`src/rtl/tfc_pkg.sv`:
```
// Package: characters, status codes, result type and CRC/hex helpers of the telegram framer.
`default_nettype none

package tfc_pkg;

	localparam logic [7:0] CHR_SLASH = 8'h2F;
	localparam logic [7:0] CHR_BANG  = 8'h21;
	localparam logic [7:0] CHR_CR    = 8'h0D;
	localparam logic [7:0] CHR_LF    = 8'h0A;

	localparam logic [15:0] CRC_POLY      = 16'hA001;
	localparam logic [15:0] MAX_LEN_RESET = 16'd2048;

	localparam int unsigned WIN_LEN  = 9;
	localparam int unsigned FOOT_LEN = 7;

	typedef enum logic [1:0] {
		ST_GOOD     = 2'd0,
		ST_CRC_BAD  = 2'd1,
		ST_NOT_HEX  = 2'd2,
		ST_OVERFLOW = 2'd3
	} frame_status_t;

	typedef struct packed {
		logic          has;
		logic [7:0]    ob;
		logic          bv;
		logic          fe;
		frame_status_t st;
		logic [15:0]   flen;
	} frame_res_t;

	// Reflected CRC-16 update by one byte, LSB first.
	function automatic logic [15:0] crc_fold(input logic [15:0] crc, input logic [7:0] b);
		logic [15:0] c;
		c = crc ^ {8'h00, b};
		for (int i = 0; i < 8; i++) begin
			if (c[0]) begin
				c = (c >> 1) ^ CRC_POLY;
			end else begin
				c = c >> 1;
			end
		end
		return c;
	endfunction

	// {ok, value} for one ASCII hex digit, either case.
	function automatic logic [4:0] hex_digit(input logic [7:0] c);
		logic [4:0] r;
		r = 5'd0;
		if (c >= 8'h30 && c <= 8'h39) begin
			r = {1'b1, c[3:0]};
		end else if ((c >= 8'h41 && c <= 8'h46) || (c >= 8'h61 && c <= 8'h66)) begin
			r = {1'b1, c[3:0] + 4'd9};
		end
		return r;
	endfunction

endpackage

`default_nettype wire

```
`src/rtl/tfc_frame_core.sv`:
```
// Frame state, footer detection, CRC check and per-byte result of the telegram framer.
`default_nettype none

module tfc_frame_core
	import tfc_pkg::*;
(
	input  wire logic        clk,
	input  wire logic        arst_n,
	input  wire logic        step,
	input  wire logic [7:0]  in_byte,
	input  wire logic [15:0] max_length,
	output frame_res_t       res
);

	logic        in_frame_q;
	logic [15:0] count_q;
	logic [15:0] crc_q;
	logic [7:0]  hist_q [WIN_LEN];

	logic        ovf;
	logic        open;
	logic        start;
	logic        take;
	logic        footer;
	logic [15:0] cnt_n;
	logic [15:0] crc_n;
	logic [7:0]  hist_n [WIN_LEN];
	logic [4:0]  d3, d2, d1, d0;
	logic [15:0] given;
	logic        hex_ok;

	always_comb begin
		ovf   = in_frame_q && (count_q >= max_length);
		open  = in_frame_q && !ovf;
		start = !open && (in_byte == CHR_SLASH);
		take  = open || start;

		hist_n[0] = in_byte;
		for (int i = 1; i < WIN_LEN; i++) begin
			hist_n[i] = hist_q[i-1];
		end

		// A new frame restarts count and CRC; older history is never read.
		cnt_n = start ? 16'd1 : count_q + 16'd1;
		crc_n = start ? 16'd0 : crc_q;
		if (cnt_n >= 16'(FOOT_LEN)) begin
			crc_n = crc_fold(crc_n, hist_n[6]);
		end

		footer = take && (cnt_n >= 16'(WIN_LEN)) &&
			(hist_n[0] == CHR_LF) && (hist_n[1] == CHR_CR) &&
			(hist_n[6] == CHR_BANG) && (hist_n[7] == CHR_LF) && (hist_n[8] == CHR_CR);

		d3 = hex_digit(hist_n[5]);
		d2 = hex_digit(hist_n[4]);
		d1 = hex_digit(hist_n[3]);
		d0 = hex_digit(hist_n[2]);
		hex_ok = d3[4] && d2[4] && d1[4] && d0[4];
		given  = {d3[3:0], d2[3:0], d1[3:0], d0[3:0]};

		res.bv   = take && (cnt_n >= 16'(FOOT_LEN + 1));
		res.ob   = res.bv ? hist_n[7] : 8'h00;
		res.fe   = ovf || footer;
		res.st   = ST_GOOD;
		res.flen = 16'd0;
		if (footer) begin
			res.flen = cnt_n - 16'(FOOT_LEN);
			if (!hex_ok) begin
				res.st = ST_NOT_HEX;
			end else if (given != crc_n) begin
				res.st = ST_CRC_BAD;
			end
		end else if (ovf) begin
			res.st   = ST_OVERFLOW;
			res.flen = (count_q >= 16'(FOOT_LEN + 1)) ? count_q - 16'(FOOT_LEN) : 16'd0;
		end
		res.has = res.bv || res.fe;
	end

	always_ff @(posedge clk or negedge arst_n) begin
		if (!arst_n) begin
			in_frame_q <= 1'b0;
			count_q    <= 16'd0;
			crc_q      <= 16'd0;
		end else if (step) begin
			in_frame_q <= take && !footer;
			if (take) begin
				count_q <= cnt_n;
				crc_q   <= crc_n;
			end
		end
	end

	always_ff @(posedge clk) begin
		if (step && take) begin
			hist_q <= hist_n;
		end
	end

endmodule

`default_nettype wire

```
`src/rtl/telegram_framer_crc16.sv`:
```
// Top level of the telegram framer: input register, frame core and result register.
//
// Input channel in_valid/in_ready carries one received byte per item; the output
// channel out_valid/out_ready carries at most one result per input byte: a body
// byte (byte_valid), a frame end (frame_end with frame_status and frame_length),
// or both. Bytes outside a frame yield no result; footer bytes are never forwarded.
// Path: a result is offered from the result register once its byte has passed the
// input register and then the frame core's combinational step into that register.
// Throughput: one byte per cycle while out_ready is high; the CRC fold, footer
// match and length compare all fit in the one step between the two registers.
// Stall: when the result register is full and out_ready is low, the held byte
// waits in the input register and in_ready drops once that register is also full.
// Reset: no frame open, both registers empty, max_length back to 2048.
// cfg_we writes max_length directly; write it only while no byte is in flight.
`default_nettype none

module telegram_framer_crc16
	import tfc_pkg::*;
(
	input  wire logic        clk,
	input  wire logic        arst_n,
	input  wire logic        cfg_we,
	input  wire logic [15:0] cfg_wdata,
	input  wire logic        in_valid,
	output logic             in_ready,
	input  wire logic [7:0]  in_byte,
	output logic             out_valid,
	input  wire logic        out_ready,
	output logic [7:0]       out_byte,
	output logic             byte_valid,
	output logic             frame_end,
	output logic [1:0]       frame_status,
	output logic [15:0]      frame_length
);

	logic [15:0] max_length_q;
	logic        valid_s1;
	logic [7:0]  byte_s1;
	logic        adv;
	frame_res_t  res;
	frame_res_t  res_q;
	logic        out_valid_q;

	assign adv      = valid_s1 && (!out_valid_q || out_ready);
	assign in_ready = !valid_s1 || adv;

	always_ff @(posedge clk or negedge arst_n) begin
		if (!arst_n) begin
			max_length_q <= MAX_LEN_RESET;
		end else if (cfg_we) begin
			max_length_q <= cfg_wdata;
		end
	end

	always_ff @(posedge clk or negedge arst_n) begin
		if (!arst_n) begin
			valid_s1 <= 1'b0;
		end else if (in_ready) begin
			valid_s1 <= in_valid;
		end
	end

	always_ff @(posedge clk) begin
		if (in_valid && in_ready) begin
			byte_s1 <= in_byte;
		end
	end

	tfc_frame_core u_core (
		.clk        (clk),
		.arst_n     (arst_n),
		.step       (adv),
		.in_byte    (byte_s1),
		.max_length (max_length_q),
		.res        (res)
	);

	// Load only items that produce a result; drain on out_ready otherwise.
	always_ff @(posedge clk or negedge arst_n) begin
		if (!arst_n) begin
			out_valid_q <= 1'b0;
		end else if (adv && res.has) begin
			out_valid_q <= 1'b1;
		end else if (out_ready) begin
			out_valid_q <= 1'b0;
		end
	end

	always_ff @(posedge clk) begin
		if (adv && res.has) begin
			res_q <= res;
		end
	end

	assign out_valid    = out_valid_q;
	assign out_byte     = res_q.ob;
	assign byte_valid   = res_q.bv;
	assign frame_end    = res_q.fe;
	assign frame_status = res_q.st;
	assign frame_length = res_q.flen;

endmodule

`default_nettype wire

```
`config.mk`:
```
export PLATFORM = sky130hd
export DESIGN_NAME = telegram_framer_crc16
export DESIGN_NICKNAME = d
export VERILOG_FILES = /design/src/rtl/tfc_pkg.sv /design/src/rtl/tfc_frame_core.sv /design/src/rtl/telegram_framer_crc16.sv
export SDC_FILE = /design/constraint.sdc
export NUM_CORES = 1
export LEC_CHECK = 0
export BUFFER_PORTS_ARGS = -buffer_cell sky130_fd_sc_hd__buf_2
export CAP_MARGIN = 10
export CORE_MARGIN = 3
export CORE_UTILIZATION = 40
export DETAILED_ROUTE_END_ITERATION = 6
export GPL_TIMING_DRIVEN = 0
export PLACE_DENSITY = 0.58
export SLEW_MARGIN = 20
export SYNTH_ARGS = -nofsm -noshare
export SYNTH_HDL_FRONTEND = slang
export SYNTH_SLANG_ARGS = --single-unit
```
`constraint.sdc`:
```
create_clock -name clk -period 12.55 [get_ports clk]
set_clock_uncertainty 0.05 [all_clocks]
set_input_delay 1.255 -clock clk [delete_from_list [all_inputs] [get_ports clk]]
set_output_delay 1.255 -clock clk [all_outputs]
set_load 0.02 [all_outputs]
```
==> metrics.yaml, run 1 <==
post_drt_wl_per_cell_um: 19.2
min_period_ns: 6.98
gp_congestion: 0.921
outcome: "finished clean"
hold_path_end: "u_core.hist_n[59]"
p_total_mw: 1.35
ctsHtreeMaxLevel: 4
yosys_warnings: 0
grt_pass1_vias: 6520
synth.distinct_cells: 79
clockRootBuffer: "clkbuf_16"
cts-resized-gates: 0
cts_tree: "yes"
setup_violations: 0
core_region_area_um2: 21300
fin_crit_sh_pct: 55.6
drc: 0
synth.avg_cell_area_um2: 10.3
whs_path_depth: 0
hold_ws_ns: 0.390
cts.sinks: 151
die_x_um: 154
ys_seq_area_share_pct: 48.8
maxCapViolations: 0
overflow: 0
critPathMaxFanout: 10
drive_gt1_share_pct: 14.0
clock.fmax_mhz: 143
synth-compound-area-share_pct: 15.8
startpoint: "u_core.count_q[0]"
clockBufferDepth: 2
r2r_start: "u_core.count_q[0]"
yosys.area_share.xor_xnor_pct: 7.31
reg2reg_depth: 22
powerDensity_nw_per_um2: 134
syn_to_final_growth_pct: 14.6
crit_family: "buffers and inverters"
syn_inst: 848
die_y_um: 154
synth_most_common_cell: "edfxtp_1"
antenna_found_initial: 1
diodes: 0
synth_top_family_by_area: "simple AND/OR/NAND/NOR gates"
r2r_slack_ns: 5.57
worstSkewPairLatency_ns: 0.43
vdd_ir_drop_max_mv: 0.0838
initial_core_util_pct: 41.2
rows: 53
yosys.area.top_type: "edfxtp_1"
cts_buffers: 17
synth_commonest_cells: "edfxtp_1 (100), nand2_1 (82), o21ai_0 (69)"
cp_num_buf_inv: 7
worst_ep_arrival_time_ns: 7.10
ys_seq_elements: 151
worstSetupStartpointType: "flop"
cp_cell_sequence: "buf_2 -> inv_1 -> ha_1 -> nand2b_1 -> a2111oi_0 -> a2111oi_2 -> o31a_1 -> clkbuf_1 -> buf_1 -> clkbuf_1 -> nor2_1 -> inv_1 -> ha_1 -> nand2_1 -> nand4_1 -> nor2_1 -> buf_2 -> o311ai_0 -> o2111ai_1 -> nor4_1 -> nand3_1 -> o32a_1"
dr.pass1.iters: 5
synth_flop_cell: "edfxtp_1"
synthArstFlopShare_pct: 33.8
vias: 6835
holdBufCountCts: 0
synthSimpleGateAreaFrac_pct: 17.0
worstHoldStart: "byte_s1[3]"
max_slew_margin_pct: 34.8
gr-usage-all-layers_pct: 20.0
path_clk_slew_ns: 0.07
slowest_stage: "a2111oi_2"
synth-edff-count: 100
grt_pass1_wl_mm: 36.9
yosysTopAreaCellShare_pct: 34.3
nets: 994
fin_tns_setup_ns: 0
synth.cell_area_um2: 8770
end_kind: "flop"
synthAdderAreaFrac_pct: 5.42
drtIter0Drc: 616
synth.net_count: 915
postRouteAntennaNets: 0
hold_class: "flop to flop"
post-cts-setup-buffers: 0
tightest_slew_ns: 0.970
hold_viol_final: 0
die_area_um2: 23700
ios: 59
dpl.hpwl_mm: 16.8
grt_max_degree: 52
worstPathRequired_ns: 12.67
critical_path_class: "flop to flop"
rsz0062_at_grt: "no"
p_leak_nw: 4.16
port_buffers: 58
worst_path_largest_cell_delay_ns: 0.56
maxSlewViolCount: 0
fillers: 1987
wl_mm: 23.3
r2r_end: "frame_status[0]"
viasPerCell: 5.63
synth_area_leaders: "edfxtp_1 (34%), dfrtp_1 (14%), ha_1 (5.4%), xnor2_1 (4.4%), o21ai_0 (3.9%)"
synthMuxAreaShare_pct: 2.01
cell type report:
| cell class | count | area (um^2) | share of cell area, % |
|---|---|---|---|
| flip-flops and latches | 151 | 4280 | 42.6 |
| multi-input cells | 619 | 4180 | 41.6 |
| clock buffers | 17 | 425 | 4.24 |
| well taps | 275 | 344 | 3.43 |
| repair buffers | 60 | 324 | 3.23 |
| plain buffers | 39 | 175 | 1.74 |
| clock inverters | 15 | 168 | 1.67 |
| inverters | 39 | 146 | 1.46 |
layout by cell type, fill, tap and decap left out, drive strengths merged, types with 22 or more instances in the layout:
cell type  count
buf           78
ha            38
dfrtp         50
nand3         22
nor3          24
edfxtp       100
xnor2         45
a21oi         41
o21ai         69
inv           46
nand2         82
clkbuf        38
nor2          50
kinds of logic after synthesis:
kind of cell	Yosys count
simple gates	286
compound gates	210
flops	151
buf+inv	78
xor+xnor	68
fa+ha+maj	38
mux	17
flip-flops by register name, summed over array words and instances, names as in the netlist, 2 cells and up:
register        count
byte_s1             8
frame_length       16
frame_status        2
max_length_q       16
out_byte            8
u_core.count_q     16
u_core.crc_q       16
u_core.hist_n      64
worst register-to-register path: stages, from the launching register on:
cell and delay, ns:
dfrtp_1 0.39, buf_2 0.25, inv_1 0.16, ha_1 0.30
nand2b_1 0.09, a2111oi_0 0.11, a2111oi_2 0.56, o31a_1 0.23
clkbuf_1 0.43, buf_1 0.56, clkbuf_1 0.54, nor2_1 0.21
inv_1 0.13, ha_1 0.25, nand2_1 0.18, nand4_1 0.37
nor2_1 0.13, buf_2 0.25, o311ai_0 0.47, o2111ai_1 0.20
nor4_1 0.34, nand3_1 0.11, o32a_1 0.41
how the worst max path moves through the flow:
stage / end / slack (ns) / depth (start not counted)
after CTS: frame_status[0] / 5.71 / 22
after global placement: u_core.count_q[10] / 4.45 / 14
after detailed placement: frame_status[0] / 5.75 / 22
final: frame_status[0] / 5.57 / 22
after floorplan: u_core.count_q[10] / 7.06 / 14
after global routing: frame_status[0] / 5.21 / 22
per-layer routing:
layer	vias to the layer above	global-route usage, %	wire [um]
met4	0	7.06	398
met2	249	27.8	9650
li1	3296	-	-
met3	22	5.52	2090
met1	3268	29.7	11200
met5	-	0	0
stage by stage:
| step | cell area [um^2] | std cells | worst slack [ns] | util [%] |
|---|---|---|---|---|
| finish | 10000 | 1215 | 5.57 | 47.2 |
| global route | 10000 | 1215 | 5.21 | 47.2 |
| CTS | 10000 | 1215 | 5.71 | 47.2 |
| detailed placement | 9450 | 1183 | 5.75 | 44.4 |
| global placement | 9400 | 1181 | 4.45 | 44.2 |
| floorplan | 8770 | 848 | 7.06 | - |
power by group:
group	switching [mW]	total [mW]	internal, mW
sequential	0.0255	0.584	0.558
clock	0.225	0.523	0.298
combinational	0.148	0.239	0.0908
Note: power is estimated with default switching activity, not from simulation.
==> run 2, diff against run 1 <==
==> constraint.sdc (replaced) <==
create_clock -name clk -period 7.25 [get_ports clk]
set_clock_uncertainty 0.05 [all_clocks]
set_input_delay 0.725 -clock clk [delete_from_list [all_inputs] [get_ports clk]]
set_output_delay 0.725 -clock clk [all_outputs]
set_load 0.02 [all_outputs]
==> run 2 against run 1 <==
Net effect: non-clock buffer count unchanged; core utilization about the same; die area unchanged; combinational power up 73%; sequential power up 73%; sequential share of layout area about the same; global-route usage unchanged; worst setup slack worse by 5.1 ns; register-to-register slack worse by 5.1 ns.
==> metrics.yaml, run 2 (synthesized netlist as in run 1, its figures left out) <==
p_total_mw: 2.33  # was 1.35 mW
critPathMaxFanout: 10  # unchanged
holdBufCountCts: 0  # unchanged
syn_to_final_growth_pct: 14.6  # about the same
diodes: 0  # unchanged
die_x_um: 154  # unchanged
grt_pass1_vias: 6520  # unchanged
hold_viol_final: 0  # unchanged
postRouteAntennaNets: 0  # unchanged
final_core_util_pct: 47.2  # about the same
r2r_start: "u_core.count_q[0]"  # unchanged
cts_buffers: 17  # unchanged
cts-resized-gates: 0  # unchanged
ctsHtreeMaxLevel: 4  # unchanged
core_region_area_um2: 21300  # unchanged
p_leak_nw: 4.17  # was 4.16 nW
end_kind: "flop"  # unchanged
powerDensity_nw_per_um2: 232  # was 134 nW/um^2
r2r_slack_ns: 0.45  # was 5.57 ns
grt_pass1_wl_mm: 36.9  # unchanged
slowest_stage: "a2111oi_2"  # unchanged
dpl.hpwl_mm: 16.8  # unchanged
setup_violations: 0  # unchanged
post_drt_wl_per_cell_um: 19.2  # about the same
gr-usage-all-layers_pct: 20.0  # unchanged
hold_class: "primary input to asynchronous set/reset pin"  # was flop to flop
maxCapViolations: 0  # unchanged
nets: 994  # unchanged
fin_crit_sh_pct: 93.8  # was 55.6%
worstPathRequired_ns: 7.37  # was 12.67 ns
reg2reg_depth: 22  # unchanged
drc: 0  # unchanged
rows: 53  # unchanged
drive_gt1_share_pct: 14.1  # was 14.0%
vdd_ir_drop_max_mv: 0.145  # was 0.0838 mV
min_period_ns: 6.80  # was 6.98 ns
r2r_end: "frame_status[0]"  # unchanged
fin_tns_setup_ns: 0  # unchanged
clock.fmax_mhz: 147  # was 143 MHz
die_y_um: 154  # unchanged
outcome: "finished clean"  # unchanged
worst_path_largest_cell_delay_ns: 0.56  # about the same
maxSlewViolCount: 0  # unchanged
port_buffers: 58  # unchanged
final_common_cell: "edfxtp_1"  # unchanged
dr.pass1.iters: 5  # unchanged
fillers: 1986  # was 1987
gp_congestion: 0.921  # unchanged
wl_mm: 23.3  # about the same
clockRootBuffer: "clkbuf_16"  # unchanged
worstSetupStartpointType: "flop"  # unchanged
initial_core_util_pct: 41.2  # unchanged
largest_reg_flops: 64  # unchanged
drtIter0Drc: 616  # unchanged
vias: 6838  # was 6835
rsz0062_at_grt: "no"  # unchanged
critical_path_class: "flop to flop"  # unchanged
ios: 59  # unchanged
dpl-instance-area_um2: 9450  # unchanged
post-cts-setup-buffers: 0  # unchanged
worstSkewPairLatency_ns: 0.43  # about the same
cp_cell_sequence: "buf_2 -> inv_1 -> ha_1 -> nand2b_1 -> a2111oi_0 -> a2111oi_2 -> o31a_1 -> clkbuf_1 -> clkbuf_2 -> clkbuf_1 -> nor2_1 -> inv_1 -> ha_1 -> nand2_1 -> nand4_1 -> nor2_1 -> buf_2 -> o311ai_0 -> o2111ai_1 -> nor4_1 -> nand3_1 -> o32a_1"  # was buf_2 -> inv_1 -> ha_1 -> nand2b_1 -> a2111oi_0 -> a2111oi_2 -> o31a_1 -> clkbuf_1 -> buf_1 -> clkbuf_1 -> nor2_1 -> inv_1 -> ha_1 -> nand2_1 -> nand4_1 -> nor2_1 -> buf_2 -> o311ai_0 -> o2111ai_1 -> nor4_1 -> nand3_1 -> o32a_1
worst_ep_arrival_time_ns: 6.92  # was 7.10 ns
cts.sinks: 151  # unchanged
grt_max_degree: 52  # unchanged
antenna_found_initial: 1  # unchanged
fin_area_um2: 10000  # about the same
max_slew_margin_pct: 35.2  # was 34.8%
mostFrequentLayoutCells: "edfxtp_1 (100), nand2_1 (82), buf_2 (68), o21ai_0 (68), dfrtp_1 (50)"  # unchanged
tightest_slew_ns: 0.964  # was 0.970 ns
overflow: 0  # unchanged
path_clk_slew_ns: 0.07  # about the same
clockBufferDepth: 2  # unchanged
die_area_um2: 23700  # unchanged
viasPerCell: 5.63  # about the same
cts_tree: "yes"  # unchanged
[run 2: worst max-delay path, delay by kind of cell (launching register included)]
family | cells | cell delay, ns
compound gates | 6 | 1.98
fa+ha+maj | 2 | 0.55
buf+inv | 7 | 2.14
flops | 1 | 0.39
simple gates | 7 | 1.41
[run 2: worst max-delay path by stage]
stage	cells past startpoint	slack (ns)	start	endpoint
global placement	14	-0.85	u_core.count_q[0]	u_core.count_q[10]
finish	22	0.45	u_core.count_q[0]	frame_status[0]
global route	22	0.10	u_core.count_q[0]	frame_status[0]
detailed placement	22	0.45	u_core.count_q[0]	frame_status[0]
floorplan	14	1.76	u_core.count_q[0]	u_core.count_q[10]
CTS	22	0.41	u_core.count_q[0]	frame_status[0]
[run 2: area by class of cell]
cell class              instances  area (um^2)  share of cell area, %
flip-flops and latches        151         4280                   42.6
multi-input cells             619         4180                   41.6
clock buffers                  17          425                   4.23
well taps                     275          344                   3.43
repair buffers                 60          324                   3.23
plain buffers                  39          176                   1.76
clock inverters                15          168                   1.67
inverters                      39          146                   1.46
[run 2: per-layer routing]
layer / vias to the layer above / track usage [%] / part of all wire, %
met5: - / 0 / 0
met4: 0 / 7.06 / 1.7
met3: 22 / 5.52 / 9.1
met2: 250 / 27.8 / 41
met1: 3267 / 29.7 / 48
li1: 3299 / - / -
[run 2: power by group]
part | leakage [nW] | switching (mW) | total (mW) | internal (mW)
Sequential | 1.66 | 0.0444 | 1.01 | 0.966
Combinational | 2.22 | 0.257 | 0.414 | 0.157
Clock | 0.287 | 0.389 | 0.905 | 0.516
Total | 4.17 | 0.690 | 2.33 | 1.64
[run 2: metrics by stage]
| stage | cells | hold slack (ns) | setup WS [ns] |
|---|---|---|---|
| global placement | 1181 | 0.377 | -0.848 |
| finish | 1215 | 0.291 | 0.448 |
| detailed placement | 1183 | 0.382 | 0.454 |
| global route | 1215 | 0.336 | 0.104 |
| floorplan | 848 | 0.368 | 1.76 |
| CTS | 1215 | 0.307 | 0.409 |
==> run 3, diff against run 2 <==
--- a/config.mk
+++ b/config.mk
@@ -5,6 +5,7 @@
 export SDC_FILE = /design/constraint.sdc
 export NUM_CORES = 1
 export LEC_CHECK = 0
+export ABC_AREA = 1
 export BUFFER_PORTS_ARGS = -buffer_cell sky130_fd_sc_hd__buf_2
 export CAP_MARGIN = 10
 export CORE_MARGIN = 3
==> run 3 against run 2 <==
Net effect: clock power down 7.7%; synthesized cell count up 22%; cell count up 15%; flip-flop and latch count unchanged; first-iteration DRC count down 12%; non-clock buffer count down 18; register-to-register slack better by 1.5 ns; core utilization down 0.59 points; clock-buffer cell count unchanged; die area down 1.7%; highest routed layer unchanged.
==> metrics.yaml, run 3 <==
outcome: "finished clean"  # unchanged
powerDensity_nw_per_um2: 282  # was 232 nW/um^2
min_period_ns: 5.30  # was 6.80 ns
syn_to_final_growth_pct: 14.1  # was 14.6%
grt_pass1_vias: 6670  # was 6520
critical_path_class: "flop to flop"  # unchanged
hold_ws_ns: 0.296  # was 0.291 ns
syn_inst: 1032  # was 848
yosys.area.top_type: "edfxtp_1"  # unchanged
wl_mm: 21.0  # was 23.3 mm
post-place-ws_ns: 2.03  # was 0.454 ns
initial_core_util_pct: 40.8  # was 41.2%
p_leak_nw: 4.52  # was 4.17 nW
drtIter0Drc: 544  # was 616
hold_class: "primary input to asynchronous set/reset pin"  # unchanged
maxCapViolations: 0  # unchanged
tightest_slew_ns: 0.855  # was 0.964 ns
clock.fmax_mhz: 189  # was 147 MHz
holdBufCountCts: 0  # unchanged
largest_reg_flops: 64  # unchanged
synth.distinct_cells: 44  # was 79
die_area_um2: 23300  # was 23700 um^2
end_kind: "flop"  # unchanged
final_common_cell: "nand2_1"  # was edfxtp_1
max_slew_margin_pct: 42.2  # was 35.2%
mostFrequentLayoutCells: "nand2_1 (296), inv_1 (140), edfxtp_1 (100)"  # was edfxtp_1 (100), nand2_1 (82), buf_2 (68), o21ai_0 (68), dfrtp_1 (50)
worstSetupStartpointType: "flop"  # unchanged
synth_commonest_cells: "nand2_1 (296), inv_1 (141), edfxtp_1 (100)"  # was edfxtp_1 (100), nand2_1 (82), o21ai_0 (69)
post_drt_wl_per_cell_um: 15.0  # was 19.2 um
drc: 0  # unchanged
cts-resized-gates: 0  # unchanged
yosys.area_share.xor_xnor_pct: 2.44  # was 7.31%
die_x_um: 153  # was 154 um
clockBufferDepth: 2  # unchanged
synth.avg_cell_area_um2: 8.34  # was 10.3 um^2
synthMuxAreaShare_pct: 0.131  # was 2.01%
setup_violations: 0  # unchanged
diodes: 0  # unchanged
synth_area_leaders: "edfxtp_1 (35%), dfrtp_1 (15%), nand2_1 (13%), inv_1 (6.1%), ha_1 (5.5%)"  # was edfxtp_1 (34%), dfrtp_1 (14%), ha_1 (5.4%), xnor2_1 (4.4%), o21ai_0 (3.9%)
fin_cells: 1398  # was 1215
synthArstFlopShare_pct: 33.8  # unchanged
clockRootBuffer: "clkbuf_16"  # unchanged
routed-wl-met3_mm: 1.41  # was 2.11 mm
synth_top_family_by_area: "simple AND/OR/NAND/NOR gates"  # unchanged
cp_cell_sequence: "ha_1 -> a21oi_1 -> o21ai_0 -> nor2_1 -> nand3_1 -> nand2_1 -> buf_4 -> buf_2 -> inv_1 -> buf_2 -> nor2_1 -> inv_1 -> ha_1 -> nor3b_1 -> nand3_1 -> nand3_1 -> nand2_1 -> o21ai_0 -> inv_2"  # was buf_2 -> inv_1 -> ha_1 -> nand2b_1 -> a2111oi_0 -> a2111oi_2 -> o31a_1 -> clkbuf_1 -> clkbuf_2 -> clkbuf_1 -> nor2_1 -> inv_1 -> ha_1 -> nand2_1 -> nand4_1 -> nor2_1 -> buf_2 -> o311ai_0 -> o2111ai_1 -> nor4_1 -> nand3_1 -> o32a_1
synth_flop_cell: "edfxtp_1"  # unchanged
setup_slack_ns: 1.95  # was 0.448 ns
worst_ep_arrival_time_ns: 5.32  # was 6.92 ns
synth-edff-count: 100  # unchanged
synthSimpleGateAreaFrac_pct: 25.7  # was 17.0%
vdd_ir_drop_max_mv: 0.187  # was 0.145 mV
drive_gt1_share_pct: 11.5  # was 14.1%
fillers: 2106  # was 1986
overflow: 0  # unchanged
die_y_um: 153  # was 154 um
maxSlewViolCount: 0  # unchanged
synth-compound-area-share_pct: 8.76  # was 15.8%
synth.cell_area_um2: 8610  # was 8770 um^2
worst_path_largest_cell_delay_ns: 0.46  # was 0.56 ns
yosys_warnings: 0  # unchanged
ctsHtreeMaxLevel: 4  # unchanged
drt-met1-wl_mm: 10.3  # was 11.1 mm
port_buffers: 58  # unchanged
crit_top_cell: "nand3_1"
dr.pass1.iters: 6  # was 5
top_layer: "met4"  # unchanged
critPathMaxFanout: 28  # was 10
vias: 7055  # was 6838
slowest_stage: "dfrtp_1"  # was a2111oi_2
cts_buffers: 17  # unchanged
dpl.hpwl_mm: 16.1  # was 16.8 mm
synth.net_count: 1099  # was 915
nets: 1177  # was 994
antenna_found_initial: 0  # was 1
viasPerCell: 5.05  # was 5.63
post-cts-setup-buffers: 0  # unchanged
ys_seq_area_share_pct: 49.7  # was 48.8%
gr-usage-all-layers_pct: 18.3  # was 20.0%
yosysTopAreaCellShare_pct: 34.9  # was 34.3%
gp_congestion: 0.885  # was 0.921
worstPathRequired_ns: 7.27  # was 7.37 ns
path_clk_slew_ns: 0.06  # was 0.07 ns
met2_length_mm: 9.14  # was 9.64 mm
rows: 53  # unchanged
core_region_area_um2: 21100  # was 21300 um^2
ios: 59  # unchanged
cts_tree: "yes"  # unchanged
worstSkewPairLatency_ns: 0.43  # about the same
grt_max_degree: 52  # unchanged
cts.sinks: 151  # unchanged
synth_most_common_cell: "nand2_1"  # was edfxtp_1
hold_viol_final: 0  # unchanged
fin_tns_setup_ns: 0  # unchanged
postRouteAntennaNets: 0  # unchanged
grt_pass1_wl_mm: 34.2  # was 36.9 mm
fin_crit_sh_pct: 73.1  # was 93.8%
rsz0062_at_grt: "no"  # unchanged
synthAdderAreaFrac_pct: 5.52  # was 5.42%
ys_seq_elements: 151  # unchanged
numPlacedInstances: 1366  # was 1183
run 3: cell types whose count changed after synthesis, sizes merged, moves of 19 or more:
cell / change
a21oi: -19
and2: -21
inv: +105
nand2: +222
nand3: +51
nor2: +32
o21ai: +28
xnor2: -41
run 3: power by group:
group / total, mW / switching (mW) / leakage, nW / internal, mW
Sequential: 1.09 / 0.0792 / 1.54 / 1.01
Combinational: 0.852 / 0.574 / 2.72 / 0.278
Clock: 0.835 / 0.363 / 0.264 / 0.472
run 3: kinds of logic after synthesis:
family | count (synthesis)
simple gates | 513
mux | 1
xor+xnor | 24
compound gates | 138
buf+inv | 167
fa+ha+maj | 38
flops | 151
run 3: cell type report:
cell class	instances	area [um^2]	share of cell area, %
sequential	151	4280	43.6
buffer	22	126	1.29
clock inverter	15	129	1.31
timing repair buffer	59	313	3.18
inverter	145	546	5.55
tap	275	344	3.50
clock buffer	17	425	4.33
multi-input combinational	714	3660	37.3
run 3: per-layer routing:
metal / global-route usage, % / vias to the layer above
li1: - / 3570
met1: 26.7 / 3244
met2: 27.7 / 223
met3: 3.92 / 18
met4: 5.47 / 0
met5: 0 / -
run 3: critical path, delay by kind of cell (launching register included):
kind / cells / cell delay (ns)
flops: 1 / 0.46
buf+inv: 6 / 1.29
compound gates: 3 / 0.72
simple gates: 8 / 1.84
fa+ha+maj: 2 / 0.55
run 3: final timing paths:
path                                      to               start  depth (start not counted)  slack, ns
hold reg to reg            u_core.hist_n[63]          byte_s1[7]                          0       0.39
max in group asynchronous    u_core.crc_q[0]              arst_n                          1       6.37
hold / removal               max_length_q[2]              arst_n                          1       0.30
setup / recovery                 out_byte[2]  u_core.count_q[15]                         19       1.95
min in group clk           u_core.hist_n[63]          byte_s1[7]                          0       0.39
setup reg to reg                 out_byte[2]  u_core.count_q[15]                         19       1.95
run 3: per-stage QoR:
stage	util, %	instance area [um^2]	power [mW]
3_3_place_gp	43.8	9250	1.93
3_5_place_dp	44.0	9270	1.94
6_report	46.6	9830	2.77
5_1_grt	46.6	9830	2.97
2_1_floorplan	-	8610	1.74
4_1_cts	46.6	9830	2.78
